**src/rtl/dpd_pkg.sv**
```systemverilog
// ----------------------------------------------------------------------------
// dpd_pkg
// Shared types, character codes and result kinds of the packet deframer.
// ----------------------------------------------------------------------------
package dpd_pkg;

  localparam logic [7:0] CH_START = 8'h24;
  localparam logic [7:0] CH_END   = 8'h23;
  localparam logic [7:0] CH_ESC   = 8'h7d;
  localparam logic [7:0] CH_ACK   = 8'h2b;
  localparam logic [7:0] CH_NAK   = 8'h2d;
  localparam logic [7:0] CH_COLON = 8'h3a;

  localparam logic [1:0] KIND_PAYLOAD = 2'd0;
  localparam logic [1:0] KIND_TX      = 2'd1;
  localparam logic [1:0] KIND_ACCEPT  = 2'd2;
  localparam logic [1:0] KIND_REJECT  = 2'd3;

  localparam int MAX_RESULTS = 4;
  localparam int CNT_W       = 3;

  typedef struct packed {
    logic [1:0] kind;
    logic [7:0] value;
    logic [8:0] index;
    logic [9:0] length;
    logic       has_sequence;
  } result_t;

  typedef struct packed {
    logic [CNT_W-1:0]             count;
    result_t [MAX_RESULTS-1:0]    res;
  } burst_t;

  function automatic result_t mk_result(input logic [1:0] kind, input logic [7:0] value,
                                        input logic [8:0] index, input logic [9:0] length,
                                        input logic seq);
    result_t r;
    r.kind         = kind;
    r.value        = value;
    r.index        = index;
    r.length       = length;
    r.has_sequence = seq;
    return r;
  endfunction

endpackage

```
**src/rtl/dpd_in_if.sv**
```systemverilog
// ----------------------------------------------------------------------------
// dpd_in_if
// Received byte channel of the packet deframer.
// ----------------------------------------------------------------------------
interface dpd_in_if;
  logic       valid;
  logic       ready;
  logic [7:0] rx_byte;

  modport source (output valid, output rx_byte, input ready);
  modport sink (input valid, input rx_byte, output ready);
endinterface

```
**src/rtl/dpd_out_if.sv**
```systemverilog
// ----------------------------------------------------------------------------
// dpd_out_if
// Result channel of the packet deframer.
// ----------------------------------------------------------------------------
interface dpd_out_if;
  logic       valid;
  logic       ready;
  logic [1:0] kind;
  logic [7:0] value;
  logic [8:0] index;
  logic [9:0] length;
  logic       has_sequence;
  logic       last;

  modport source (output valid, output kind, output value, output index, output length,
                  output has_sequence, output last, input ready);
  modport sink (input valid, input kind, input value, input index, input length,
                input has_sequence, input last, output ready);
endinterface

```
**src/rtl/dpd_core.sv**
```systemverilog
// ----------------------------------------------------------------------------
// dpd_core
// Framing state machine: consumes one byte per fire and builds the burst of
// results that the byte causes.
// ----------------------------------------------------------------------------
module dpd_core #(
  parameter int BUFFER_LIMIT = 512
) (
  input  logic                clk,
  input  logic                rst_n,
  input  logic                fire,
  input  logic [7:0]          rx_byte,
  input  logic [9:0]          max_payload,
  output dpd_pkg::burst_t     burst
);

  localparam logic [9:0] BUF_LIM = 10'(BUFFER_LIMIT > 1023 ? 1023 : BUFFER_LIMIT);

  typedef enum logic [3:0] {
    PH_IDLE = 4'b0001,
    PH_DATA = 4'b0010,
    PH_HI   = 4'b0100,
    PH_LO   = 4'b1000
  } phase_t;

  function automatic logic [7:0] digit_value(input logic [7:0] c);
    logic [7:0] d;
    if (c inside {[8'h30:8'h39]}) begin
      d = c - 8'h30;
    end else if (c inside {[8'h61:8'h66]}) begin
      d = c - 8'h57;
    end else if (c inside {[8'h41:8'h46]}) begin
      d = c - 8'h37;
    end else begin
      d = 8'hff;
    end
    return d;
  endfunction

  phase_t     phase_r, phase_nxt;
  logic [9:0] count_r, count_nxt;
  logic [7:0] sum_r, sum_nxt;
  logic [7:0] ck_high_r, ck_high_nxt;
  logic [7:0] prev_r, prev_nxt;
  logic       colon_r, colon_nxt;
  logic [7:0] seq0_r, seq1_r;

  logic [9:0] limit;
  logic [9:0] count_inc;
  logic [7:0] digit;
  logic [7:0] sent;
  logic       is_end;
  logic       seq;

  assign limit     = (max_payload == 10'd0) ? 10'd1 :
                     (max_payload > BUF_LIM) ? BUF_LIM : max_payload;
  assign count_inc = count_r + 10'd1;
  assign digit     = digit_value(rx_byte);
  assign sent      = ck_high_r + digit;
  assign is_end    = (rx_byte == dpd_pkg::CH_END) &&
                     ((count_r == 10'd0) || (prev_r != dpd_pkg::CH_ESC));
  assign seq       = (count_r >= 10'd3) && colon_r;

  always_comb begin
    phase_nxt   = phase_r;
    count_nxt   = count_r;
    sum_nxt     = sum_r;
    ck_high_nxt = ck_high_r;
    prev_nxt    = prev_r;
    colon_nxt   = colon_r;
    burst       = '0;
    case (phase_r)
      PH_IDLE: begin
        if (rx_byte[6:0] == dpd_pkg::CH_START[6:0]) begin
          phase_nxt = PH_DATA;
          count_nxt = 10'd0;
          sum_nxt   = 8'd0;
          colon_nxt = 1'b0;
        end
      end
      PH_DATA: begin
        if (is_end) begin
          phase_nxt = PH_HI;
        end else begin
          burst.res[0] = dpd_pkg::mk_result(dpd_pkg::KIND_PAYLOAD, rx_byte, count_r[8:0],
                                            10'd0, 1'b0);
          burst.count  = 3'd1;
          sum_nxt      = sum_r + rx_byte;
          if (count_r == 10'd2) begin
            colon_nxt = (rx_byte == dpd_pkg::CH_COLON);
          end
          prev_nxt  = rx_byte;
          count_nxt = count_inc;
          if (count_inc >= limit) begin
            burst.res[1] = dpd_pkg::mk_result(dpd_pkg::KIND_REJECT, 8'd0, 9'd0, count_inc,
                                              1'b0);
            burst.count  = 3'd2;
            phase_nxt    = PH_IDLE;
          end
        end
      end
      PH_HI: begin
        ck_high_nxt = {digit[3:0], 4'h0};
        phase_nxt   = PH_LO;
      end
      PH_LO: begin
        phase_nxt = PH_IDLE;
        if (sent == sum_r) begin
          burst.res[0] = dpd_pkg::mk_result(dpd_pkg::KIND_TX, dpd_pkg::CH_ACK, 9'd0, 10'd0,
                                            1'b0);
          if (seq) begin
            burst.res[1] = dpd_pkg::mk_result(dpd_pkg::KIND_TX, seq0_r, 9'd0, 10'd0, 1'b0);
            burst.res[2] = dpd_pkg::mk_result(dpd_pkg::KIND_TX, seq1_r, 9'd0, 10'd0, 1'b0);
            burst.res[3] = dpd_pkg::mk_result(dpd_pkg::KIND_ACCEPT, 8'd0, 9'd0, count_r,
                                              1'b1);
            burst.count  = 3'd4;
          end else begin
            burst.res[1] = dpd_pkg::mk_result(dpd_pkg::KIND_ACCEPT, 8'd0, 9'd0, count_r,
                                              1'b0);
            burst.count  = 3'd2;
          end
        end else begin
          burst.res[0] = dpd_pkg::mk_result(dpd_pkg::KIND_TX, dpd_pkg::CH_NAK, 9'd0, 10'd0,
                                            1'b0);
          burst.res[1] = dpd_pkg::mk_result(dpd_pkg::KIND_REJECT, 8'd0, 9'd0, count_r,
                                            1'b0);
          burst.count  = 3'd2;
        end
      end
      default: begin
        phase_nxt = PH_IDLE;
      end
    endcase
  end

  always_ff @(posedge clk) begin
    if (!rst_n) begin
      phase_r   <= PH_IDLE;
      count_r   <= 10'd0;
      sum_r     <= 8'd0;
      ck_high_r <= 8'd0;
      prev_r    <= 8'd0;
      colon_r   <= 1'b0;
    end else if (fire) begin
      phase_r   <= phase_nxt;
      count_r   <= count_nxt;
      sum_r     <= sum_nxt;
      ck_high_r <= ck_high_nxt;
      prev_r    <= prev_nxt;
      colon_r   <= colon_nxt;
    end
  end

  // sequence characters, written only from the first two payload bytes
  always_ff @(posedge clk) begin
    if (fire && (phase_r == PH_DATA) && !is_end) begin
      if (count_r == 10'd0) begin
        seq0_r <= rx_byte;
      end
      if (count_r == 10'd1) begin
        seq1_r <= rx_byte;
      end
    end
  end

endmodule

```
**src/rtl/dpd_emit.sv**
```systemverilog
// ----------------------------------------------------------------------------
// dpd_emit
// Result buffer: holds the burst of one byte and sends it one beat a cycle while out_ch.ready is high.
// ----------------------------------------------------------------------------
module dpd_emit (
  input  logic              clk,
  input  logic              rst_n,
  input  logic              load,
  input  dpd_pkg::burst_t   burst,
  output logic              can_load,
  dpd_out_if.source         out_ch
);

  logic [dpd_pkg::CNT_W-1:0] count_r, count_nxt;
  dpd_pkg::result_t [dpd_pkg::MAX_RESULTS-1:0] res_r, res_nxt;
  logic pop;

  assign pop      = out_ch.valid && out_ch.ready;
  assign can_load = (count_r == '0) || ((count_r == 3'd1) && out_ch.ready);

  always_comb begin
    count_nxt = count_r;
    res_nxt   = res_r;
    if (load) begin
      count_nxt = burst.count;
      res_nxt   = burst.res;
    end else if (pop) begin
      count_nxt = count_r - 3'd1;
      for (int i = 0; i < dpd_pkg::MAX_RESULTS - 1; i++) begin
        res_nxt[i] = res_r[i+1];
      end
    end
  end

  always_ff @(posedge clk) begin
    if (!rst_n) begin
      count_r <= '0;
    end else begin
      count_r <= count_nxt;
    end
  end

  always_ff @(posedge clk) begin
    res_r <= res_nxt;
  end

  assign out_ch.valid        = (count_r != '0);
  assign out_ch.kind         = res_r[0].kind;
  assign out_ch.value        = res_r[0].value;
  assign out_ch.index        = res_r[0].index;
  assign out_ch.length       = res_r[0].length;
  assign out_ch.has_sequence = res_r[0].has_sequence;
  assign out_ch.last         = (count_r == 3'd1);

endmodule

```
**src/rtl/debug_packet_deframer.sv**
```systemverilog
// ----------------------------------------------------------------------------
// debug_packet_deframer
// Receive side of a serial debug packet link: finds "$...#hh" frames, emits
// payload bytes, checks the checksum and produces the reply bytes.
//
// in_ch carries one received byte per beat; out_ch carries result beats
// (payload byte, byte to transmit, packet accepted, packet rejected), with
// last set on the final beat caused by one received byte. cfg_we/cfg_wdata
// write max_payload; write it only while the block is idle.
// A byte is captured in the input register and is decoded from there into
// the result buffer, which presents its first result once loaded; the
// load waits while the buffer still holds earlier beats.
// While out_ch.ready is high, a byte causing zero or one result is taken
// every cycle and a byte causing more results holds the input while the
// buffer drains, one beat per cycle. A closing checksum digit gives up to
// four beats. Reset clears the framing state, the buffers and sets
// max_payload to 400. When out_ch.ready is low the buffered beat holds and
// the input register fills, after which in_ch.ready drops.
// ----------------------------------------------------------------------------
module debug_packet_deframer #(
  parameter int BUFFER_LIMIT = 512
) (
  input  logic      clk,
  input  logic      rst_n,
  dpd_in_if.sink    in_ch,
  dpd_out_if.source out_ch,
  input  logic       cfg_we,
  input  logic [9:0] cfg_wdata
);

  logic            in_valid_r;
  logic [7:0]      in_byte_r;
  logic [9:0]      max_payload_r;
  logic            can_load;
  logic            fire;
  dpd_pkg::burst_t burst;

  assign fire        = in_valid_r && can_load;
  assign in_ch.ready = !in_valid_r || fire;

  always_ff @(posedge clk) begin
    if (!rst_n) begin
      in_valid_r    <= 1'b0;
      max_payload_r <= 10'd400;
    end else begin
      if (in_ch.ready) begin
        in_valid_r <= in_ch.valid;
      end
      if (cfg_we) begin
        max_payload_r <= cfg_wdata;
      end
    end
  end

  always_ff @(posedge clk) begin
    if (in_ch.valid && in_ch.ready) begin
      in_byte_r <= in_ch.rx_byte;
    end
  end

  dpd_core #(
    .BUFFER_LIMIT(BUFFER_LIMIT)
  ) u_core (
    .clk         (clk),
    .rst_n       (rst_n),
    .fire        (fire),
    .rx_byte     (in_byte_r),
    .max_payload (max_payload_r),
    .burst       (burst)
  );

  dpd_emit u_emit (
    .clk      (clk),
    .rst_n    (rst_n),
    .load     (fire),
    .burst    (burst),
    .can_load (can_load),
    .out_ch   (out_ch)
  );

endmodule

```
**src/flat_wrapper.sv**
```systemverilog
// flat-port wrapper written by rule: the top's interface ports become plain ports
module debug_packet_deframer_flat 
#(
  parameter int BUFFER_LIMIT = 512
)
  (clk, rst_n, cfg_we, cfg_wdata, in_ch_valid, in_ch_rx_byte, in_ch_ready, out_ch_valid, out_ch_kind, out_ch_value, out_ch_index, out_ch_length, out_ch_has_sequence, out_ch_last, out_ch_ready);
  dpd_in_if in_ch_i ();
  dpd_out_if out_ch_i ();
  input  logic clk;
  input  logic rst_n;
  input  logic cfg_we;
  input  logic [9:0] cfg_wdata;
  input wire logic [$bits(in_ch_i.valid)-1:0] in_ch_valid;
  input wire logic [$bits(in_ch_i.rx_byte)-1:0] in_ch_rx_byte;
  output wire logic [$bits(in_ch_i.ready)-1:0] in_ch_ready;
  output wire logic [$bits(out_ch_i.valid)-1:0] out_ch_valid;
  output wire logic [$bits(out_ch_i.kind)-1:0] out_ch_kind;
  output wire logic [$bits(out_ch_i.value)-1:0] out_ch_value;
  output wire logic [$bits(out_ch_i.index)-1:0] out_ch_index;
  output wire logic [$bits(out_ch_i.length)-1:0] out_ch_length;
  output wire logic [$bits(out_ch_i.has_sequence)-1:0] out_ch_has_sequence;
  output wire logic [$bits(out_ch_i.last)-1:0] out_ch_last;
  input wire logic [$bits(out_ch_i.ready)-1:0] out_ch_ready;
  assign in_ch_i.valid = in_ch_valid;
  assign in_ch_i.rx_byte = in_ch_rx_byte;
  assign in_ch_ready = in_ch_i.ready;
  assign out_ch_valid = out_ch_i.valid;
  assign out_ch_kind = out_ch_i.kind;
  assign out_ch_value = out_ch_i.value;
  assign out_ch_index = out_ch_i.index;
  assign out_ch_length = out_ch_i.length;
  assign out_ch_has_sequence = out_ch_i.has_sequence;
  assign out_ch_last = out_ch_i.last;
  assign out_ch_i.ready = out_ch_ready;
  debug_packet_deframer #(.BUFFER_LIMIT(BUFFER_LIMIT)) u_core (.clk(clk), .rst_n(rst_n), .in_ch(in_ch_i), .out_ch(out_ch_i), .cfg_we(cfg_we), .cfg_wdata(cfg_wdata));
endmodule
```
**config.mk**
```make
export PLATFORM = sky130hd
export DESIGN_NAME = debug_packet_deframer_flat
export DESIGN_NICKNAME = d
export VERILOG_FILES = /design/src/rtl/dpd_pkg.sv /design/src/rtl/dpd_in_if.sv /design/src/rtl/dpd_out_if.sv /design/src/rtl/dpd_core.sv /design/src/rtl/dpd_emit.sv /design/src/rtl/debug_packet_deframer.sv /design/src/flat_wrapper.sv
export SDC_FILE = /design/constraint.sdc
export NUM_CORES = 1
export LEC_CHECK = 0
export BUFFER_PORTS_ARGS = -buffer_cell sky130_fd_sc_hd__buf_4
export CORE_UTILIZATION = 30
export CTS_CLUSTER_DIAMETER = 120
export DETAILED_ROUTE_END_ITERATION = 8
export GPL_TIMING_DRIVEN = 0
export PLACE_DENSITY = 0.47
export SKIP_CTS_REPAIR_TIMING = 1
export SYNTH_ARGS = -nofsm -noshare
export SYNTH_HDL_FRONTEND = slang
export SYNTH_SLANG_ARGS = --single-unit
```
**constraint.sdc**
```tcl
create_clock -name clk -period 4.31 [get_ports clk]
set_input_delay 0 -clock clk [delete_from_list [all_inputs] [get_ports clk]]
set_output_delay 0 -clock clk [all_outputs]
set_load 0.05 [all_outputs]
```
==> flow_summary_export.csv <==
group,metric,value,unit
setup_path,timing.critical_path.to_type,"flop",
setup_path,worst-setup-path-type,"reg -> reg",
floorplan,die_height,165,um
finish,antenna-diode-count,0,
clock_network,clock_tree.htree_level_count,4,
outcome,status,"finished, final reports clean",
synthesis,mean_instance_size_in_the_synthesized_netlist,10.9,um^2
clock_network,cts_tree,"built",
detailed_routing,detail_route.vias_per_cell,4.66,
synthesis,postSynthCellCount,726,
floorplan,row_count,59,
flow_run,cap_violations,0,
grt,global_route_wire_length_before_repair,30400,um
worst_hold_path,worst_hold_path_type,"in -> reg",
setup_path,crit_path_max_incr_delay,520,ps
detailed_routing,antenna_violating_nets_post_route,0,
grt,track_usage,15.1,%
detailed_routing,detail_route.wirelength,20000,um
setup_path,cp_cell_sequence,"buf_6, or4_4, a2111oi_4, nor3_4, o211ai_1, o21ai_1, ha_2, fa_2, xor2_1, xnor2_1, nand4_1, a211o_1, buf_6, nor3_4, buf_12, buf_4, a31o_2",
setup_path,worst-path-buf-inv,4,
grt,first_global_vias,5251,
finish,share_of_cells_above_drive_strength_1,22.8,%
floorplan,die_area,0.0271,mm^2
detailed_routing,vias,5629,
synthesis,synthesis.nets,788,
setup_path,start_kind,"flop",
synthesis,post_synth_edffs,106,
clock_network,ctsRootBufferMaster,"clkbuf_16",
synthesis,post_synth_instance_area,0.00794,mm^2
sta,worst_pin_slew,1200,ps
clock_network,clkTransAtPathRegs,70,ps
sta,final_worst_hold_slack,3.28,ps
finish,area_growth_syn_to_layout,26.5,%
grt,largest_net_degree_at_the_start_of_global_routing,73,
floorplan,core_area,0.0260,mm^2
grt,grt_overflow,0,
sta,finalHoldViolations,0,
placed_design,detailedPlace.worstSlack,-866,ps
sta,timing_max_transition_violations_final,0,
detailed_routing,route.detailed.wl_per_inst,16.6,um
finish,fillerInstances,2612,
sta,setup_slack,65.3,ps
pwr,power_per_cell_area,545,mW/mm^2
setup_path,critical_path_required,4610,ps
floorplan,io_pins,56,
placed_design,detailed_place_hpwl,13700,um
setup_path,cpLargestDelayFamily,"compound AO/OA/AOI/OAI gates",
finish,multiInputGateArea,0.00340,mm^2
setup_path,crit_path_max_fanout,6,
setup_path,critical_path.startpoint,"u_core.in_byte_r[5]",
synthesis,async_reset_ff_share,0,%
setup_path,total_number_of_cells_along_the_worst_setup_path,17,
pwr,static-leakage-power,0.00390,uW
clock_network,clock_insertion_delay_worst_skew,430,ps
sta,total_negative_slack_for_setup_checks,0,ps
setup_path,worst-r2r-cell-count,17,
synthesis,synth_seq_cells,155,
grt,grt_antenna_before_repair,0,
finish,layout.cells.most_common_list,"buf_4 (120), edfxtp_1 (106), nand2_1 (61)",
sta,setup_viol_count_final,0,
finish,layout.area.seq,0.00416,mm^2
clock_network,clock_path_buffers,2,
setup_path,worst_ep_arrival_time,4540,ps
pwr,largest_vdd_supply_drop,378,uV
floorplan,initial_core_util,30.6,%
finish,final_nets,922,
setup_path,crit-reg2reg-launch,"u_core.in_byte_r[5]",
sta,fin_crit_sh,98.5,%
sta,finalClockSkew,12.8,ps
setup_path,cp_slowest_cell,"edfxtp_1",
setup_path,r2r_end,"u_core.u_emit.res_r[53]",
detailed_routing,drc,0,
placed_design,port-buffer-count,53,
sta,relSlewSlack,20.0,%
finish,layout.core_utilization,38.7,%
sta,fmaxAchievable,236,MHz
synthesis,yosys_warnings,0,
detailed_routing,drt_pass1_iterations,4,
sta,rsz0062_at_grt,"true",
sta,final.min_clock_period,4240,ps
finish,most_common_cell_after_layout_fill_and_taps_aside,"buf_4",
clock_network,cts_made_buffers,17,
setup_path,endpoint,"u_core.u_emit.res_r[53]",
detailed_routing,detailedRoute.firstIterationViolations,312,
placed_design,gp_routability_congestion,0.781,
synthesis,ys.flop_type,"edfxtp_1",
floorplan,chipWidth,165,um
setup_path,reg2reg_slack,70,ps
synthesis,synth.distinct_cells,65,
synthesis,synth-seq-area-share,52.4,%
clock_network,cts.sink_count,155,
[per-stage QoR]
stage          power [uW]  instance area, um^2  std cells
6_report             5470                10000       1208
5_1_grt              5770                10000       1208
4_1_cts              5460                 9390       1148
3_5_place_dp         3910                 8780       1116
3_3_place_gp         3910                 8760       1114
2_1_floorplan        3460                 7940        726
[sequential cells by signal (all words and copies together), names as in the netlist, 2 cells and up]
name                         count
u_core.in_byte_r                 8
u_core.max_payload_r            10
u_core.u_core.ck_high_r          4
u_core.u_core.count_r           10
u_core.u_core.phase_r            4
u_core.u_core.prev_r             8
u_core.u_core.seq0_r             8
u_core.u_core.seq1_r             8
u_core.u_core.sum_r              8
u_core.u_emit.count_r            3
u_core.u_emit.out_ch.index       9
u_core.u_emit.out_ch.kind        2
u_core.u_emit.out_ch.length     10
u_core.u_emit.out_ch.value       8
u_core.u_emit.res_r             52
[worst min path at each step]
stage | from | endpoint | slack, ps | depth (start not counted)
finish | rst_n | u_core.max_payload_r[9] | 3 | 2
global route | out_ch_ready | u_core.u_emit.count_r[2] | 10 | 3
CTS | in_ch_rx_byte[6] | u_core.in_byte_r[6] | -270 | 1
detailed placement | in_ch_rx_byte[7] | u_core.in_byte_r[7] | 180 | 1
global placement | in_ch_rx_byte[2] | u_core.in_byte_r[2] | 180 | 1
floorplan | in_ch_rx_byte[0] | u_core.in_byte_r[0] | 100 | 0
[area by class of cell]
type,instances,share of cell area (%)
clock buffer,17,4.23
buffer,60,3.67
tap,335,4.17
timing repair buffer,116,9.49
multi-input combinational,474,33.8
inverter,36,1.37
sequential,155,41.4
clock inverter,15,1.81
[where the power goes]
group          internal, uW  switching [uW]
Sequential             2090             114
Clock                   875             674
Combinational           629            1090
[cells in the mapped netlist, types with 6 or more instances]
library cell	count	area share (%)
nand3_1	11	0.69
nor3_1	11	0.69
xnor2_1	19	2.1
dfxtp_1	49	12
nor2_1	31	1.5
o21ai_0	25	1.6
a22oi_1	9	0.85
xor2_1	7	0.77
mux2i_1	15	1.9
inv_1	35	1.7
a21o_1	11	1.0
nor2b_1	27	2.1
edfxtp_1	106	40
and2_1	60	4.7
nand2b_1	9	0.71
a2bb2oi_1	6	0.66
buf_4	29	2.7
nor4_1	10	0.79
a21oi_1	28	1.8
ha_1	37	5.8
clkbuf_1	28	1.3
a21boi_0	14	1.3
nand2_1	62	2.9
[logic make-up (layout without fill, tap and decap cells)]
kind of cell / count (synthesis) / count (layout) / synth area share, %
AO/OA/AOI/OAI: 144 / 144 / 13.1
adder cells (fa/ha/maj): 39 / 39 / 6.33
multiplexers: 16 / 16 / 2.03
XOR/XNOR: 26 / 26 / 2.87
flip-flops: 155 / 155 / 52.4
buffers and inverters: 97 / 244 / 6.15
AND/OR/NAND/NOR: 249 / 249 / 17.1
[layer usage]
layer	global-route usage [%]	up-vias	share of wire [%]
met5	0	-	0
met2	23.6	101	45
met3	2.89	20	2.9
met4	4.13	0	1.3
li1	-	2845	-
met1	21.1	2663	50
[worst reg2reg max path, delay by kind of cell (launching register included)]
kind,cells,cell delay [ps]
buffers and inverters,4,650
adder cells (fa/ha/maj),2,520
XOR/XNOR,2,370
AND/OR/NAND/NOR,4,820
AO/OA/AOI/OAI,5,1230
flip-flops,1,520
No activity file was read; power rests on OpenSTA's default activity.
